<file path="src/hw/rtl/spitx_pkg.sv">
// Shared types and constants for the SPI transmit master with frame FIFO.
// Holds command and register codes, status/control bit positions and the
// classified bus operation passed from the front end to the execution stage.
`default_nettype none

package spitx_pkg;

	localparam int DATA_W  = 16;
	localparam int FRAME_W = 8;
	localparam int CFG_W   = 3;

	// bus command codes
	localparam logic [1:0] CMD_TICK  = 2'd0;
	localparam logic [1:0] CMD_WRITE = 2'd1;
	localparam logic [1:0] CMD_READ  = 2'd2;

	// register map
	localparam logic [2:0] REG_CTRL   = 3'd0;
	localparam logic [2:0] REG_SIZE   = 3'd1;
	localparam logic [2:0] REG_STATUS = 3'd2;
	localparam logic [2:0] REG_FLAGS  = 3'd3;
	localparam logic [2:0] REG_TXDATA = 3'd4;

	// configuration register indexes
	localparam logic [2:0] CFG_BAUD  = 3'd0;
	localparam logic [2:0] CFG_FBITS = 3'd1;
	localparam logic [2:0] CFG_CPOL  = 3'd2;
	localparam logic [2:0] CFG_CPHA  = 3'd3;
	localparam logic [2:0] CFG_LSB   = 3'd4;

	// control, status and flag-clear bit positions
	localparam int BIT_ENABLE = 0;
	localparam int BIT_START  = 9;
	localparam int BIT_SSI    = 12;
	localparam int BIT_SPACE  = 1;
	localparam int BIT_END    = 3;
	localparam int BIT_FAULT  = 9;

	// one classified bus transaction
	typedef struct packed {
		logic              is_tick;
		logic              is_write;
		logic              is_read;
		logic [2:0]        sel;
		logic [DATA_W-1:0] wdata;
	} op_t;

endpackage

`default_nettype wire

</file>
<file path="src/hw/rtl/spitx_front.sv">
// Front end: accepts bus transactions, decodes the command and queues them.
// Uses spitx_pkg for the command codes and the op_t queue entry.
`default_nettype none

module spitx_front (
	input  wire logic              clk,
	input  wire logic              arst_n,
	input  wire logic              in_valid,
	output logic                   in_stall,
	input  wire logic [1:0]        command,
	input  wire logic [2:0]        reg_select,
	input  wire logic [15:0]       write_data,
	output logic                   head_valid,
	output spitx_pkg::op_t         head,
	input  wire logic              pop
);
	import spitx_pkg::*;

	op_t        ent_q [2];
	logic       rd_ptr_q;
	logic       wr_ptr_q;
	logic [1:0] count_q;
	op_t        op_in;
	logic       push;

	// decode the command; an unused code becomes a no-op
	always_comb begin
		op_in.is_tick  = 1'b0;
		op_in.is_write = 1'b0;
		op_in.is_read  = 1'b0;
		op_in.sel      = reg_select;
		op_in.wdata    = write_data;
		case (command)
			CMD_TICK:  op_in.is_tick  = 1'b1;
			CMD_WRITE: op_in.is_write = 1'b1;
			CMD_READ:  op_in.is_read  = 1'b1;
			default:   ;
		endcase
	end

	assign in_stall   = (count_q == 2'd2);
	assign push       = in_valid && !in_stall;
	assign head_valid = (count_q != 2'd0);
	assign head       = ent_q[rd_ptr_q];

	// two-entry queue storage
	always_ff @(posedge clk) begin
		if (push)
			ent_q[wr_ptr_q] <= op_in;
	end

	// queue pointers and occupancy
	always_ff @(posedge clk or negedge arst_n) begin
		if (!arst_n) begin
			rd_ptr_q <= 1'b0;
			wr_ptr_q <= 1'b0;
			count_q  <= 2'd0;
		end else begin
			if (push)
				wr_ptr_q <= ~wr_ptr_q;
			if (pop)
				rd_ptr_q <= ~rd_ptr_q;
			case ({push, pop})
				2'b10:   count_q <= count_q + 2'd1;
				2'b01:   count_q <= count_q - 2'd1;
				default: count_q <= count_q;
			endcase
		end
	end

endmodule

`default_nettype wire

</file>
<file path="src/hw/rtl/spitx_back.sv">
// Execution stage: register file, frame FIFO, shift engine and output register.
// Uses spitx_pkg for register codes and bit positions; fed by spitx_front.
`default_nettype none

module spitx_back #(
	parameter int FIFO_DEPTH = 8,
	parameter int SIZE_BITS  = 16
) (
	input  wire logic                          clk,
	input  wire logic                          arst_n,
	input  wire logic                          head_valid,
	input  wire spitx_pkg::op_t                head,
	output logic                               pop,
	input  wire logic                          cfg_we,
	input  wire logic [2:0]                    cfg_index,
	input  wire logic [spitx_pkg::CFG_W-1:0]   cfg_data,
	output logic                               out_valid,
	input  wire logic                          out_stall,
	output logic [spitx_pkg::DATA_W-1:0]       read_data,
	output logic                               sck,
	output logic                               mosi
);
	import spitx_pkg::*;

	localparam int PW = $clog2(FIFO_DEPTH);
	localparam int CW = $clog2(FIFO_DEPTH + 1);

	typedef struct packed {
		logic                 en;
		logic                 ssi;
		logic                 start;
		logic                 active;
		logic                 endf;
		logic                 fault;
		logic [CW-1:0]        count;
		logic [PW-1:0]        rp;
		logic [PW-1:0]        wp;
		logic [SIZE_BITS-1:0] frames;
		logic [FRAME_W-1:0]   shifter;
		logic [2:0]           bits;
		logic [7:0]           div;
		logic                 clk_lvl;
		logic                 data_lvl;
	} state_t;

	// configuration
	logic [2:0] baud_q;
	logic [2:0] fbits_q;
	logic       cpol_q;
	logic       cpha_q;
	logic       lsb_q;

	state_t             st_q;
	state_t             st_d;
	logic [FRAME_W-1:0] mem_q [FIFO_DEPTH];
	logic               mem_we;
	logic [PW-1:0]      mem_wa;
	logic [FRAME_W-1:0] mem_wd;
	logic [DATA_W-1:0]  rd_d;
	logic               fire;

	logic               out_valid_q;
	logic [DATA_W-1:0]  read_data_q;
	logic               sck_q;
	logic               mosi_q;

	function automatic logic [PW-1:0] ptr_inc(logic [PW-1:0] p);
		return (p == PW'(FIFO_DEPTH - 1)) ? '0 : p + PW'(1);
	endfunction

	// bit of the frame that goes out for a given count of bits still to come
	function automatic logic bit_at(logic [FRAME_W-1:0] sh, logic [2:0] bl,
			logic lsb, logic [2:0] fbm);
		logic [2:0] idx;
		idx = lsb ? (fbm - bl) : bl;
		return sh[idx];
	endfunction

	// disable: flush FIFO, stop the frame, park the clock at idle
	function automatic state_t disable_st(state_t s, logic pol);
		state_t r;
		r          = s;
		r.en       = 1'b0;
		r.start    = 1'b0;
		r.count    = '0;
		r.rp       = '0;
		r.wp       = '0;
		r.active   = 1'b0;
		r.bits     = '0;
		r.div      = '0;
		r.data_lvl = 1'b0;
		r.clk_lvl  = pol;
		return r;
	endfunction

	// mode fault check applied around every transaction
	function automatic state_t fault_st(state_t s, logic pol);
		state_t r;
		r = s;
		if (!r.ssi)
			r.fault = 1'b1;
		if (r.fault && r.en)
			r = disable_st(r, pol);
		return r;
	endfunction

	assign fire = head_valid && (!out_valid_q || !out_stall);
	assign pop  = fire;

	// next state for the transaction at the head of the queue
	always_comb begin
		state_t     st;
		logic [7:0] div_inc;
		logic [7:0] half;
		st      = fault_st(st_q, cpol_q);
		rd_d    = '0;
		mem_we  = 1'b0;
		mem_wa  = st_q.wp;
		mem_wd  = head.wdata[FRAME_W-1:0];
		div_inc = st.div + 8'd1;
		half    = 8'd1 << baud_q;

		if (head.is_tick && st.en && st.start) begin
			if (!st.active) begin
				// load the next frame if one is waiting
				if (st.count != '0) begin
					st.shifter = mem_q[st.rp];
					st.rp      = ptr_inc(st.rp);
					st.count   = st.count - CW'(1);
					st.bits    = fbits_q;
					st.active  = 1'b1;
					st.div     = '0;
					st.clk_lvl = cpol_q;
					if (!cpha_q)
						st.data_lvl = bit_at(st.shifter, st.bits, lsb_q, fbits_q);
				end
			end else if (div_inc < half) begin
				st.div = div_inc;
			end else begin
				st.div = '0;
				if (st.clk_lvl == cpol_q) begin
					// leading edge
					st.clk_lvl = ~st.clk_lvl;
					if (cpha_q)
						st.data_lvl = bit_at(st.shifter, st.bits, lsb_q, fbits_q);
				end else begin
					// trailing edge
					st.clk_lvl = ~st.clk_lvl;
					if (st.bits == 3'd0) begin
						st.active = 1'b0;
						if (st.frames <= SIZE_BITS'(1)) begin
							st.frames = '0;
							st.endf   = 1'b1;
							st.start  = 1'b0;
						end else begin
							st.frames = st.frames - SIZE_BITS'(1);
						end
					end else begin
						st.bits = st.bits - 3'd1;
						if (!cpha_q)
							st.data_lvl = bit_at(st.shifter, st.bits, lsb_q, fbits_q);
					end
				end
			end
		end else if (head.is_write) begin
			case (head.sel)
				REG_CTRL: begin
					st.ssi = head.wdata[BIT_SSI];
					st     = fault_st(st, cpol_q);
					if (!head.wdata[BIT_ENABLE]) begin
						if (st.en)
							st = disable_st(st, cpol_q);
					end else if (!st.fault) begin
						st.en = 1'b1;
					end
					if (head.wdata[BIT_START] && st.en && !st.start && st.frames != '0) begin
						st.start = 1'b1;
						st.endf  = 1'b0;
					end
				end
				REG_SIZE: st.frames = head.wdata[SIZE_BITS-1:0];
				REG_FLAGS: begin
					if (head.wdata[BIT_END])
						st.endf = 1'b0;
					if (head.wdata[BIT_FAULT] && st.ssi)
						st.fault = 1'b0;
				end
				REG_TXDATA: begin
					if (st.en && st.count < CW'(FIFO_DEPTH)) begin
						mem_we   = 1'b1;
						mem_wa   = st.wp;
						st.wp    = ptr_inc(st.wp);
						st.count = st.count + CW'(1);
					end
				end
				default: ;
			endcase
		end else if (head.is_read) begin
			case (head.sel)
				REG_CTRL: begin
					rd_d[BIT_ENABLE] = st.en;
					rd_d[BIT_START]  = st.start;
					rd_d[BIT_SSI]    = st.ssi;
				end
				REG_SIZE: rd_d = DATA_W'(st.frames);
				REG_STATUS: begin
					rd_d[BIT_SPACE] = (st.count < CW'(FIFO_DEPTH));
					rd_d[BIT_END]   = st.endf;
					rd_d[BIT_FAULT] = st.fault;
				end
				default: rd_d = '0;
			endcase
		end

		st = fault_st(st, cpol_q);
		if (!st.active)
			st.clk_lvl = cpol_q;
		st_d = st;
	end

	// frame storage, contents undefined until written
	always_ff @(posedge clk) begin
		if (fire && mem_we)
			mem_q[mem_wa] <= mem_wd;
	end

	// block state
	always_ff @(posedge clk or negedge arst_n) begin
		if (!arst_n)
			st_q <= '0;
		else if (fire)
			st_q <= st_d;
	end

	// configuration registers
	always_ff @(posedge clk or negedge arst_n) begin
		if (!arst_n) begin
			baud_q  <= 3'd0;
			fbits_q <= 3'd7;
			cpol_q  <= 1'b0;
			cpha_q  <= 1'b0;
			lsb_q   <= 1'b0;
		end else if (cfg_we) begin
			case (cfg_index)
				CFG_BAUD:  baud_q  <= cfg_data;
				CFG_FBITS: fbits_q <= cfg_data;
				CFG_CPOL:  cpol_q  <= cfg_data[0];
				CFG_CPHA:  cpha_q  <= cfg_data[0];
				CFG_LSB:   lsb_q   <= cfg_data[0];
				default:   ;
			endcase
		end
	end

	// output register
	always_ff @(posedge clk or negedge arst_n) begin
		if (!arst_n)
			out_valid_q <= 1'b0;
		else if (fire)
			out_valid_q <= 1'b1;
		else if (!out_stall)
			out_valid_q <= 1'b0;
	end

	always_ff @(posedge clk) begin
		if (fire) begin
			read_data_q <= rd_d;
			sck_q       <= st_d.clk_lvl;
			mosi_q      <= st_d.data_lvl;
		end
	end

	assign out_valid = out_valid_q;
	assign read_data = read_data_q;
	assign sck       = sck_q;
	assign mosi      = mosi_q;

`ifndef NO_ASSERTIONS
	a_count_bound: assert property (@(posedge clk) disable iff (!arst_n)
		st_q.count <= CW'(FIFO_DEPTH))
		else $error("frame FIFO count exceeds depth");
	a_flush_when_off: assert property (@(posedge clk) disable iff (!arst_n)
		!st_q.en |-> st_q.count == '0)
		else $error("frames held while disabled");
	a_fault_blocks: assert property (@(posedge clk) disable iff (!arst_n)
		st_q.fault |-> !st_q.en)
		else $error("enabled during mode fault");
	a_start_needs_en: assert property (@(posedge clk) disable iff (!arst_n)
		st_q.start |-> st_q.en)
		else $error("transfer started while disabled");
	a_frame_needs_start: assert property (@(posedge clk) disable iff (!arst_n)
		st_q.active |-> st_q.start)
		else $error("frame shifting outside a transfer");
`endif

endmodule

`default_nettype wire

</file>
<file path="src/hw/rtl/spi_tx_master_with_fifo_core.sv">
// SPI transmit master with frame FIFO, register front end and shift engine.
//
// Input channel (in_valid/in_stall) carries one bus transaction per item:
// a clock tick, a register write or a register read. Output channel
// (out_valid/out_stall) returns one result per transaction: read data (zero
// unless a read), and the sck and mosi levels after that transaction.
// Configuration (baud exponent, frame bits, polarity, phase, bit order) is
// written through cfg_we/cfg_index/cfg_data; the user must write it only while
// no transaction is pending; the block does not enforce this. An accepted
// transaction is written into the queue, and its result is registered in the
// output register once execution takes it; throughput is one transaction per
// cycle while the receiver does not stall. A two-entry queue separates the
// decoder from execution and an output register separates execution from the
// receiver, so input is taken while a result waits. When the receiver stalls,
// the result holds, execution pauses and the queue fills; in_stall rises once
// both entries are in use. Reset clears control state, pointers and counts at
// once; no clearing pass runs. FIFO frame contents are undefined until written.
`default_nettype none

module spi_tx_master_with_fifo_core #(
	parameter int FIFO_DEPTH = 8,
	parameter int SIZE_BITS  = 16
) (
	input  wire logic        clk,
	input  wire logic        arst_n,
	input  wire logic        in_valid,
	output logic             in_stall,
	input  wire logic [1:0]  command,
	input  wire logic [2:0]  reg_select,
	input  wire logic [15:0] write_data,
	output logic             out_valid,
	input  wire logic        out_stall,
	output logic [15:0]      read_data,
	output logic             sck,
	output logic             mosi,
	input  wire logic        cfg_we,
	input  wire logic [2:0]  cfg_index,
	input  wire logic [2:0]  cfg_data
);
	import spitx_pkg::*;

	logic head_valid;
	op_t  head;
	logic pop;

	// decode and queue
	spitx_front u_front (
		.clk        (clk),
		.arst_n     (arst_n),
		.in_valid   (in_valid),
		.in_stall   (in_stall),
		.command    (command),
		.reg_select (reg_select),
		.write_data (write_data),
		.head_valid (head_valid),
		.head       (head),
		.pop        (pop)
	);

	// execution and result register
	spitx_back #(
		.FIFO_DEPTH (FIFO_DEPTH),
		.SIZE_BITS  (SIZE_BITS)
	) u_back (
		.clk        (clk),
		.arst_n     (arst_n),
		.head_valid (head_valid),
		.head       (head),
		.pop        (pop),
		.cfg_we     (cfg_we),
		.cfg_index  (cfg_index),
		.cfg_data   (cfg_data),
		.out_valid  (out_valid),
		.out_stall  (out_stall),
		.read_data  (read_data),
		.sck        (sck),
		.mosi       (mosi)
	);

endmodule

`default_nettype wire

</file>
<file path="config.mk">
export PLATFORM = sky130hd
export DESIGN_NAME = spi_tx_master_with_fifo_core
export DESIGN_NICKNAME = d
export VERILOG_FILES = /design/src/hw/rtl/spitx_pkg.sv /design/src/hw/rtl/spitx_front.sv /design/src/hw/rtl/spitx_back.sv /design/src/hw/rtl/spi_tx_master_with_fifo_core.sv
export SDC_FILE = /design/constraint.sdc
export NUM_CORES = 1
export LEC_CHECK = 0
export BUFFER_PORTS_ARGS = -buffer_cell sky130_fd_sc_hd__buf_2
export CAP_MARGIN = 20
export CORE_ASPECT_RATIO = 1.4
export CORE_MARGIN = 1.5
export CORE_UTILIZATION = 64
export CTS_BUF_LIST = sky130_fd_sc_hd__clkbuf_8
export DETAILED_ROUTE_END_ITERATION = 16
export PLACE_DENSITY = 0.82
export SYNTH_ARGS = -nofsm -noshare
export SYNTH_HDL_FRONTEND = slang
export SYNTH_SLANG_ARGS = --single-unit
</file>
<file path="constraint.sdc">
create_clock -name clk -period 5.35 [get_ports clk]
set_input_delay 1.07 -clock clk [delete_from_list [all_inputs] [get_ports clk]]
set_output_delay 1.07 -clock clk [all_outputs]
set_load 0.05 [all_outputs]
</file>
==> metrics.md, run 1 <==
| Metric | Value |
|---|---|
| Core Footprint | `15100 sq um` |
| Setup_tns | `0 ns` |
| Max-cap viol count | `0` |
| Fillers | `1074` |
| Vias/cell | `6.60` |
| Flops & latches, synth | `193` |
| IO Count | `52` |
| Largest family of logic cells by synthesized area | `compound AO/OA/AOI/OAI gates` |
| Final Skew | `0.0121 ns` |
| Synth cell types | `86` |
| Pin count of the biggest net entering global routing | `42` |
| PortBufs | `51` |
| Placement Setup Slack | `1.31 ns` |
| Unrepaired setup endpoints after global routing | `no` |
| First-pass iteration count of the detailed router | `5` |
| Global-route wire length before repair | `36800 um` |
| Num CTS Buffers | `17` |
| Post-synth EDFFs | `126` |
| Vias in the first global route | `7327` |
| Worst relative slew slack | `34.7%` |
| Compound-cell area share of the yosys netlist | `15.4%` |
| Root buf cell | `clkbuf_8` |
| Async SR Flop Fraction | `34.7%` |
| Diode count | `0` |
| Share of layout cells above drive strength 1 | `15.9%` |
| Worst min path class | `flop to flop` |
| Arrival @ worst endpoint | `4.51 ns` |
| Post-synthesis simple-gate area fraction | `14.7%` |
| DP HPWL | `16200 um` |
| Post-CTS sizing | `0` |
| Initial DRC count | `814` |
| Final Wtd Congestion | `0.904` |
| Residual DRC count | `0` |
| Period utilization | `77.6%` |
| Row cnt | `53` |
| Final ANT Viol Nets | `0` |
| Post-route setup slack | `1.20 ns` |
| Yosys warning count | `0` |
| Leak | `4.12 nW` |
| Crit path required time | `5.71 ns` |
| GRT overflow | `0` |
| Cells after Synth | `904` |
| Most common cell after layout, fill and taps aside | `edfxtp_1` |
| Die Area | `16300 sq um` |
| Maximum vdd drop | `0.000387 V` |
| CTS sink cnt | `193` |
| Wirelength per Cell | `20.0 um` |
| # hold bufs at CTS | `0` |
| Main synth FF type | `edfxtp_1` |
| Xor/xnor cell area share of the yosys netlist | `1.67%` |
| Syn nets | `960` |
| Via count | `7610` |
| Final hold violation count | `0` |
| Die Span Y | `151 um` |
| Syn-to-layout area delta | `8.70%` |
| Avg Inst Size Synth | `11.0 sq um` |
| Fmax | `0.241 GHz` |
| Inst Count DP | `1118` |
| Mapped cell area | `9960 sq um` |
| Actual slew at the worst max-slew pin | `0.979 ns` |
| Final WL | `23100 um` |
| Worst-Skew Late Latency | `0.48 ns` |
| Critical path class | `flop to flop` |
| PwrDens | `439 nW/um^2` |
| Run status | `finished clean` |
| CTS tree | `built` |
| Clock tree buffer depth | `2` |
| Post-CTS Setup Inserts | `0` |
| Startpoint types | `flop` |
| H-tree levels | `4` |
| Setup violations, final | `0` |
| Post-synthesis mux area share | `6.79%` |
| Initial antenna violation count | `0` |
| Adder-cell area share of the yosys netlist | `3.17%` |
| Slew Limit Fails | `0` |
| Post-route minimum period | `4.15 ns` |
| Non-Filler Instances | `1153` |
| Final #Nets | `1004` |
| Die X | `108 um` |
| Most frequent cells in the layout | `edfxtp_1, nor2_1, nand2_1, o21ai_0, dfrtp_1` |
| Part of the Yosys area used for sequential elements | `54.8%` |
| Clock-pin slew on the worst setup and hold paths | `0.11 ns` |
| Initial Util | `65.9%` |
| Global Route Usage Sum | `29.8%` |
| Critical Path End Type | `flop` |
| CP Max Fanout | `32` |
==> where the power goes <==
group	leakage [nW]	switching (mW)	total (mW)	internal (mW)
clock network	0.222	0.581	1.03	0.447
registers	2.04	0.200	2.12	1.92
logic	1.87	1.09	1.60	0.502
total	4.12	1.88	4.75	2.87
==> per-stage QoR <==
step	hold slack, ns	total power, mW	utilization [%]	area, sq um
6_report	0.516	4.75	71.6	10800
5_1_grt	0.548	4.98	71.6	10800
4_1_cts	0.521	4.73	71.4	10800
3_5_place_dp	0.490	3.72	68.5	10400
3_3_place_gp	0.464	3.67	68.5	10400
2_1_floorplan	0.461	3.29	-	9960
==> sequential cells by signal (all words and copies together) (netlist names) <==
name	cells
u_front.rd_ptr_q	1
u_back.baud_q	3
u_front.count_q	2
u_back.sck	1
u_back.fbits_q	3
u_back.lsb_q	1
u_back.read_data	16
u_back.st_q	53
u_back.cpol_q	1
u_front.ent_q	44
u_back.mem_q	64
u_back.out_valid	1
u_back.cpha_q	1
u_back.mosi	1
u_front.wr_ptr_q	1
==> Yosys cell counts, drive strengths merged (4+ instances only) <==
master  count  area [sq um]
a31oi      21           138
edfxtp    126          3780
mux2       24           270
mux2i      30           317
o22ai       7          43.8
dfrtp      64          1600
clkbuf     22          82.6
o21ai      84           424
a211oi     18           140
a21oi      40           200
and2       18           113
nand3b      8          60.1
ha         22           275
and3       13          81.3
nand2      78           293
nor4        7          58.8
nand3      23           120
nor2b      10          62.6
inv        33           124
or3         4          25.0
o211ai      4          30.0
a22o        9          78.8
xnor2      10          87.6
nand2b      7          43.8
a32oi       6          52.6
o31ai       8          60.1
a21o        4          30.0
mux4        4          90.1
nor2       85           337
xor2        9          78.8
buf        20           121
nor3       28           145
==> worst max-delay path, cell delays in order (launching register included) <==
cell and delay (ns):
dfrtp_1 0.45, nand2b_1 0.40, nand2_1 0.23, and2_1 0.25
ha_1 0.24, nand3_1 0.12, xor2_1 0.17, nor2_1 0.06
ha_1 0.30, and4_1 0.20, nand4_1 0.10, a31oi_1 0.14
a211oi_1 0.07, buf_4 0.18, nor3_1 0.37, o21ai_1 0.12
buf_4 0.23, o21ai_0 0.26, o21ai_1 0.14
==> routing by layer <==
metal	wire, um	track usage, %	vias to the layer above
li1	-	-	3461
met2	11600	49.9	404
met4	1300	17.1	0
met1	8630	35.7	3625
met5	0	0	-
met3	1580	5.97	120
==> path summary, 6_finish.rpt <==
kind                            cells past startpoint                to             start  slack, ns
worst min-delay path                                2  u_back.out_valid  u_back.out_valid       0.52
worst min register to register                      2  u_back.out_valid  u_back.out_valid       0.52
min in group asynchronous                           1   u_back.st_q[14]            arst_n       0.57
worst max-delay path                               18   u_back.st_q[29]   u_back.st_q[51]       1.20
worst max register to register                     18   u_back.st_q[29]   u_back.st_q[51]       1.20
max in group asynchronous                           2   u_back.st_q[49]            arst_n       3.78
==> cells by family after synthesis <==
kind of cell	count (synthesis)
mux	58
compound gates	238
xor+xnor	19
fa+ha+maj	24
buf+inv	76
simple gates	296
flops	193
==> final cells by class <==
cell class / instances / area, sq um / area share (%)
clock inverters: 15 / 214 / 1.98
inverters: 34 / 128 / 1.18
well taps: 192 / 240 / 2.22
repair buffers: 67 / 380 / 3.51
flip-flops and latches: 193 / 5460 / 50.5
multi-input cells: 635 / 4170 / 38.5
clock buffers: 17 / 234 / 2.16
Note: power is estimated with default switching activity, not from simulation.
==> run 2: changes to the inputs <==
--- a/config.mk
+++ b/config.mk
@@ -9,10 +9,10 @@
 export CAP_MARGIN = 20
 export CORE_ASPECT_RATIO = 1.4
 export CORE_MARGIN = 1.5
-export CORE_UTILIZATION = 64
+export CORE_UTILIZATION = 58
 export CTS_BUF_LIST = sky130_fd_sc_hd__clkbuf_8
 export DETAILED_ROUTE_END_ITERATION = 16
-export PLACE_DENSITY = 0.82
+export PLACE_DENSITY = 0.78
 export SYNTH_ARGS = -nofsm -noshare
 export SYNTH_HDL_FRONTEND = slang
 export SYNTH_SLANG_ARGS = --single-unit
==> constraint.sdc (replaced) <==
create_clock -name clk -period 3.6 [get_ports clk]
set_input_delay 0.72 -clock clk [delete_from_list [all_inputs] [get_ports clk]]
set_output_delay 0.72 -clock clk [all_outputs]
set_load 0.05 [all_outputs]
==> run 2 against run 1 <==
Effect of this change: final cell count is 2.9% higher; combinational power rose by 53%; power increased by 47%; worst setup slack worse by 0.97 ns; largest cell class unchanged; sequential cell count did not move; highest routed layer unchanged; maximum frequency up 23%; clock skew grew 0.013 ns.
==> metrics.md, run 2 (same netlist as run 1, synthesis figures left out) <==
| Metric | Value |
|---|---|
| Post-CTS Setup Inserts | `0 (unchanged)` |
| Maximum vdd drop | `0.000473 V (+22%)` |
| Final hold violation count | `0 (unchanged)` |
| Initial Util | `59.2% (-6.6 points)` |
| Actual slew at the worst max-slew pin | `0.945 ns (-0.0339 ns)` |
| Worst path top cell family by delay | `simple AND/OR/NAND/NOR gates` |
| Final #Nets | `1027 (+2.3%)` |
| Worst relative slew slack | `37.0% (+2.3 points)` |
| Post-route minimum period | `3.37 ns (-0.777 ns)` |
| DP HPWL | `16500 um (+2.0%)` |
| Most common cell after layout, fill and taps aside | `edfxtp_1` |
| Initial antenna violation count | `0 (unchanged)` |
| Placement Setup Slack | `0.144 ns (-1.16 ns)` |
| Worst min path class | `input pin to asynchronous set/reset pin` |
| Post-route setup slack | `0.227 ns (-0.973 ns)` |
| Fmax | `0.296 GHz (+23%)` |
| Global Route Usage Sum | `26.6% (-3.3 points)` |
| PwrDens | `637 nW/um^2 (+45%)` |
| Unrepaired setup endpoints after global routing | `no` |
| Run status | `finished clean` |
| Die Span Y | `158 um (+4.9%)` |
| Crit-path slowest cell | `or4b_1` |
| Final ANT Viol Nets | `0 (unchanged)` |
| Row cnt | `56 (+5.7%)` |
| Die X | `114 um (+4.9%)` |
| Via count | `7557 (-0.70%)` |
| Startpoint types | `flop` |
| Max-cap viol count | `0 (unchanged)` |
| Final Wtd Congestion | `0.943 (+4.3%)` |
| CTS sink cnt | `193 (unchanged)` |
| Clock-pin slew on the worst setup and hold paths | `0.11 ns (about the same)` |
| Global-route wire length before repair | `36700 um (-0.39%)` |
| Crit path required time | `3.83 ns (-1.88 ns)` |
| CP Max Fanout | `5 (-84%)` |
| Final Skew | `0.0248 ns (+0.0127 ns)` |
| PortBufs | `51 (unchanged)` |
| Placed instance area | `10600 sq um (+2.1%)` |
| Residual DRC count | `0 (unchanged)` |
| Biggest regs | `u_back.mem_q x64, u_back.st_q x53, u_front.ent_q x44` |
| Design Area, Final | `11000 sq um (+1.5%)` |
| Initial DRC count | `590 (-28%)` |
| GRT overflow | `0 (unchanged)` |
| Die Area | `18000 sq um (+10%)` |
| Vias in the first global route | `7342 (+0.20%)` |
| Setup violations, final | `0 (unchanged)` |
| Num CTS Buffers | `17 (unchanged)` |
| Leak | `4.22 nW (+2.3%)` |
| Syn-to-layout area delta | `10.3%` |
| Share of layout cells above drive strength 1 | `18.1% (+2.2 points)` |
| Core Footprint | `16800 sq um (+11%)` |
| Crit-path cells | `nand2b_1, nand2_2, and2_1, ha_2, nand3_1, xor2_1, nor2_1, ha_1, and4_1, nand4_1, a31oi_1, a211oi_2, or4b_1, and3_1, o211ai_1, nor2_1` |
| H-tree levels | `4 (unchanged)` |
| Arrival @ worst endpoint | `3.60 ns (-0.91 ns)` |
| WP buf/inv | `0 (-2)` |
| # hold bufs at CTS | `0 (unchanged)` |
| Wirelength per Cell | `19.2 um (-4.0%)` |
| Diode count | `0 (unchanged)` |
| Core Util, Final | `65.3% (-6.3 points)` |
| Final WL | `22800 um (-1.2%)` |
| IO Count | `52 (unchanged)` |
| Critical path class | `flop to flop` |
| Slew Limit Fails | `0 (unchanged)` |
| Setup_tns | `0 ns (unchanged)` |
| First-pass iteration count of the detailed router | `6 (+1)` |
| CTS tree | `built` |
| Most frequent cells in the layout | `edfxtp_1, nor2_1, nand2_1, o21ai_0, dfrtp_1` |
| CP max stage delay | `0.52 ns (+0.07 ns)` |
| Clock tree buffer depth | `2 (unchanged)` |
| Root buf cell | `clkbuf_8` |
| Pin count of the biggest net entering global routing | `40 (-4.8%)` |
| Critical Path End Type | `flop` |
| Period utilization | `93.7% (+16 points)` |
| Max reg flops | `64 (unchanged)` |
| Most flops, register | `u_back.mem_q` |
| Final Power | `7.00 mW (+47%)` |
| Worst-Skew Late Latency | `0.49 ns (about the same)` |
| Post-CTS sizing | `0 (unchanged)` |
| Most used cell, CP | `nor2_1` |
| Vias/cell | `6.37 (-3.5%)` |
==> run 2: through the flow <==
step           hold slack [ns]  instances
6_report                 0.299       1187
5_1_grt                  0.331       1187
4_1_cts                  0.308       1185
3_5_place_dp             0.470       1153
3_3_place_gp             0.466       1153
2_1_floorplan            0.424        904
==> run 2: path summary, 6_finish.rpt <==
check	slack (ns)	start	cells past startpoint	endpoint
worst max-delay path	0.23	u_back.st_q[47]	16	u_back.mosi
worst min-delay path	0.30	arst_n	1	u_back.st_q[24]
worst max register to register	0.23	u_back.st_q[47]	16	u_back.mosi
worst min register to register	0.49	u_back.out_valid	2	u_back.out_valid
max in group asynchronous	2.58	arst_n	2	u_back.fbits_q[1]
min in group clk	0.41	write_data[14]	1	u_front.ent_q[1][14]
==> run 2: area by class of cell <==
type | count | area, sq um
multi-input cells | 635 | 4190
flip-flops and latches | 193 | 5460
clock buffers | 17 | 234
fillers | 1340 | 5830
inverters | 34 | 128
well taps | 203 | 254
clock inverters | 15 | 153
repair buffers | 90 | 568
==> run 2: worst reg2reg max path, delay by kind of cell (launching register included) <==
kind / cells / cell delay (ns)
simple gates: 10 / 1.68
fa+ha+maj: 2 / 0.51
flops: 1 / 0.39
compound gates: 3 / 0.39
xor+xnor: 1 / 0.15
==> run 2: routing by layer <==
| metal | global-route usage, % | vias up | part of all wire (%) |
|---|---|---|---|
| li1 | - | 3508 | - |
| met1 | 31.6 | 3630 | 39 |
| met2 | 46.1 | 340 | 51 |
| met3 | 4.94 | 79 | 6.0 |
| met4 | 13.5 | 0 | 3.8 |
| met5 | 0 | - | 0 |
==> run 2: where the power goes <==
group / switching (mW) / internal [mW]
Clock: 0.815 / 0.570
Combinational: 1.63 / 0.817
Sequential: 0.305 / 2.86
==> run 3: changes to the inputs <==
--- a/config.mk
+++ b/config.mk
@@ -9,10 +9,9 @@
 export CAP_MARGIN = 20
 export CORE_ASPECT_RATIO = 1.4
 export CORE_MARGIN = 1.5
-export CORE_UTILIZATION = 58
-export CTS_BUF_LIST = sky130_fd_sc_hd__clkbuf_8
+export CORE_UTILIZATION = 56
 export DETAILED_ROUTE_END_ITERATION = 16
-export PLACE_DENSITY = 0.78
+export PLACE_DENSITY = 0.76
 export SYNTH_ARGS = -nofsm -noshare
 export SYNTH_HDL_FRONTEND = slang
 export SYNTH_SLANG_ARGS = --single-unit
==> run 3 against run 2 <==
Effect of this change: worst hold slack better by 0.16 ns; clock power is 30% higher; highest routed layer is now met5; worst setup slack worse by 0.051 ns; core utilization is 0.73 points lower; final cell count is 2.9% higher; critical path depth is 1 higher.
==> metrics.md, run 3 (same netlist as run 1, synthesis figures left out) <==
| Metric | Value |
|---|---|
| GR peak layer | `met2` |
| PortBufs | `51 (unchanged)` |
| Critical path class | `flop to flop` |
| Diode count | `0 (unchanged)` |
| Setup_tns | `0 ns (unchanged)` |
| Die X | `116 um (+1.7%)` |
| Core Footprint | `17400 sq um (+3.5%)` |
| Unrepaired setup endpoints after global routing | `no` |
| Final Wtd Congestion | `0.930 (-1.3%)` |
| Fmax | `0.292 GHz (-1.5%)` |
| First-pass iteration count of the detailed router | `6 (unchanged)` |
| Design Area, Final | `11200 sq um (+2.3%)` |
| Placed instance area | `10600 sq um (+0.53%)` |
| Syn-to-layout area delta | `12.9%` |
| Fillers | `1398 (+4.3%)` |
| GR Layer Usage met3 | `4.60% (-0.33 points)` |
| Clock-pin slew on the worst setup and hold paths | `0.07 ns (-0.04 ns)` |
| Switching share of power | `38.2% (-1.1 points)` |
| Footprint of the multi-input gates | `4210 sq um (+0.54%)` |
| Num CTS Buffers | `17 (unchanged)` |
| Initial DRC count | `666 (+13%)` |
| Via count | `7589 (+0.42%)` |
| Seq pwr share | `42.8% (-2.4 points)` |
| Register area | `5460 sq um (unchanged)` |
| Most flops, register | `u_back.mem_q` |
| Clk pwr share | `24.4% (+4.6 points)` |
| Biggest regs | `u_back.mem_q x64, u_back.st_q x53, u_front.ent_q x44` |
| Initial antenna violation count | `1 (+1)` |
| Leak | `4.32 nW (+2.3%)` |
| Vias/cell | `6.22 (-2.4%)` |
| Final hold violation count | `0 (unchanged)` |
| Initial Util | `57.2% (-2.0 points)` |
| Slew Limit Fails | `0 (unchanged)` |
| Root buf cell | `clkbuf_16` |
| CTS tree | `built` |
| Final ANT Viol Nets | `0 (unchanged)` |
| Share of layout cells above drive strength 1 | `18.9% (+0.79 points)` |
| IO Count | `52 (unchanged)` |
| GRT overflow | `0 (unchanged)` |
| Max-cap viol count | `0 (unchanged)` |
| Most frequent cells in the layout | `edfxtp_1, nor2_1, nand2_1, o21ai_0, dfrtp_1` |
| Run status | `finished clean` |
| Actual slew at the worst max-slew pin | `0.992 ns (+0.0473 ns)` |
| Post-route minimum period | `3.42 ns (+0.0508 ns)` |
| Period utilization | `95.1% (+1.4 points)` |
| CP max stage delay | `0.49 ns (-0.03 ns)` |
| Pint | `4.58 mW (+8.0%)` |
| Global-route wire length before repair | `37500 um (+2.1%)` |
| Crit path required time | `3.77 ns (-0.06 ns)` |
| Residual DRC count | `0 (unchanged)` |
| Die Area | `18600 sq um (+3.5%)` |
| Max reg flops | `64 (unchanged)` |
| Wirelength per Cell | `19.1 um (-0.90%)` |
| Die Span Y | `161 um (+1.7%)` |
| Core Util, Final | `64.6% (-0.73 points)` |
| Final WL | `23300 um (+1.9%)` |
| Worst relative slew slack | `33.9% (-3.2 points)` |
| Met1 Usage GRT | `32.1% (+0.49 points)` |
| Worst-Skew Late Latency | `0.43 ns (-0.06 ns)` |
| Clock tree buffer depth | `2 (unchanged)` |
| PwrDens | `660 nW/um^2 (+3.7%)` |
| CTS sink cnt | `193 (unchanged)` |
| Worst min path class | `input pin to asynchronous set/reset pin` |
| H-tree levels | `4 (unchanged)` |
| Final Power | `7.42 mW (+6.1%)` |
| Arrival @ worst endpoint | `3.59 ns (about the same)` |
| Crit-path slowest cell | `or4b_1` |
| Setup violations, final | `0 (unchanged)` |
| Row cnt | `57 (+1.8%)` |
| Global Route Usage Sum | `26.2% (-0.34 points)` |
| Met2 global-route usage | `44.7% (-1.3 points)` |
| Startpoint types | `flop` |
| Hold_ws | `0.459 ns (+0.160 ns)` |
| Most used cell, CP | `nor2_1` |
| DP HPWL | `16400 um (-0.38%)` |
| Final Skew | `0.00963 ns (-0.0152 ns)` |
| Switch Pwr | `2.84 mW (+3.2%)` |
| Vias in the first global route | `7383 (+0.56%)` |
| Comb power frac | `32.8% (-2.2 points)` |
| Critical Path End Type | `flop` |
| Pin count of the biggest net entering global routing | `68 (+70%)` |
| CP Max Fanout | `10 (+5)` |
| Most common cell after layout, fill and taps aside | `edfxtp_1` |
| Final #Nets | `1028 (+0.097%)` |
| Maximum vdd drop | `0.000449 V (-5.1%)` |
| Crit-path cells | `nand2b_1, nand2_2, and2_4, ha_4, nand3_2, xor2_1, nor2_1, ha_1, and4_4, nand4_1, a31oi_1, a211oi_2, buf_4, or4b_1, and3_1, o211ai_1, nor2_1` |
==> run 3: cell count changes in the layout (fill, tap and decap cells not counted), moves of 2 or more <==
cell       delta
inv_1         -2
clkbuf_16    +17
clkinv_2      +2
and2_4        +2
clkbuf_8     -17
clkinv_4      +2
and2_1        -2
==> run 3: path summary, 6_finish.rpt <==
check | cells past startpoint | slack (ns) | start | to
max in group asynchronous | 2 | 2.48 | arst_n | u_back.cpha_q
worst min register to register | 2 | 0.49 | u_back.out_valid | u_back.out_valid
worst max-delay path | 17 | 0.18 | u_back.st_q[47] | u_back.mosi
min in group clk | 1 | 0.47 | write_data[14] | u_front.ent_q[0][14]
worst min-delay path | 2 | 0.46 | arst_n | u_back.st_q[19]
worst max register to register | 17 | 0.18 | u_back.st_q[47] | u_back.mosi
==> run 3: layout make-up <==
class	count	area share (%)
multi-input cells	635	37.5
inverters	34	1.13
repair buffers	91	5.12
clock inverters	15	1.29
clock buffers	17	3.78
flip-flops and latches	193	48.6
well taps	236	2.63
==> run 3: per-stage QoR <==
stage / instances / setup slack [ns]
detailed placement: 1188 / 0.0747
finish: 1221 / 0.176
global placement: 1187 / 0.142
floorplan: 904 / 0.0316
global route: 1221 / 0.00317
CTS: 1220 / 0.0533
==> run 3: what timing repair did <==
action	4_1_cts	5_1_grt
setup endpoints to repair	0	22
buffers inserted	0	0
resized for setup	0	8
hold buffers	0	0
==> run 3: layer usage <==
layer	vias to the layer above	share of wire (%)
met5	-	0.056
met4	2	4.5
met3	85	5.9
met2	333	52
met1	3651	38
li1	3518	-
==> run 3: worst max-delay path, delay by kind of cell (launching register included) <==
kind,cells,cell delay [ns]
AND/OR/NAND/NOR,10,1.60
adder cells (fa/ha/maj),2,0.45
flip-flops,1,0.38
AO/OA/AOI/OAI,3,0.37
buffers and inverters,1,0.19
XOR/XNOR,1,0.15
==> run 3: power by group through the flow <==
stage | clock (mW) | sequential, mW | combinational [mW]
5_1_grt | 1.92 | 3.23 | 2.66
6_report | 1.81 | 3.18 | 2.43
2_1_floorplan | 0 | 3.34 | 1.56
4_1_cts | 1.83 | 3.17 | 2.40
3_5_place_dp | 0 | 3.22 | 2.38
3_3_place_gp | 0 | 3.20 | 2.34
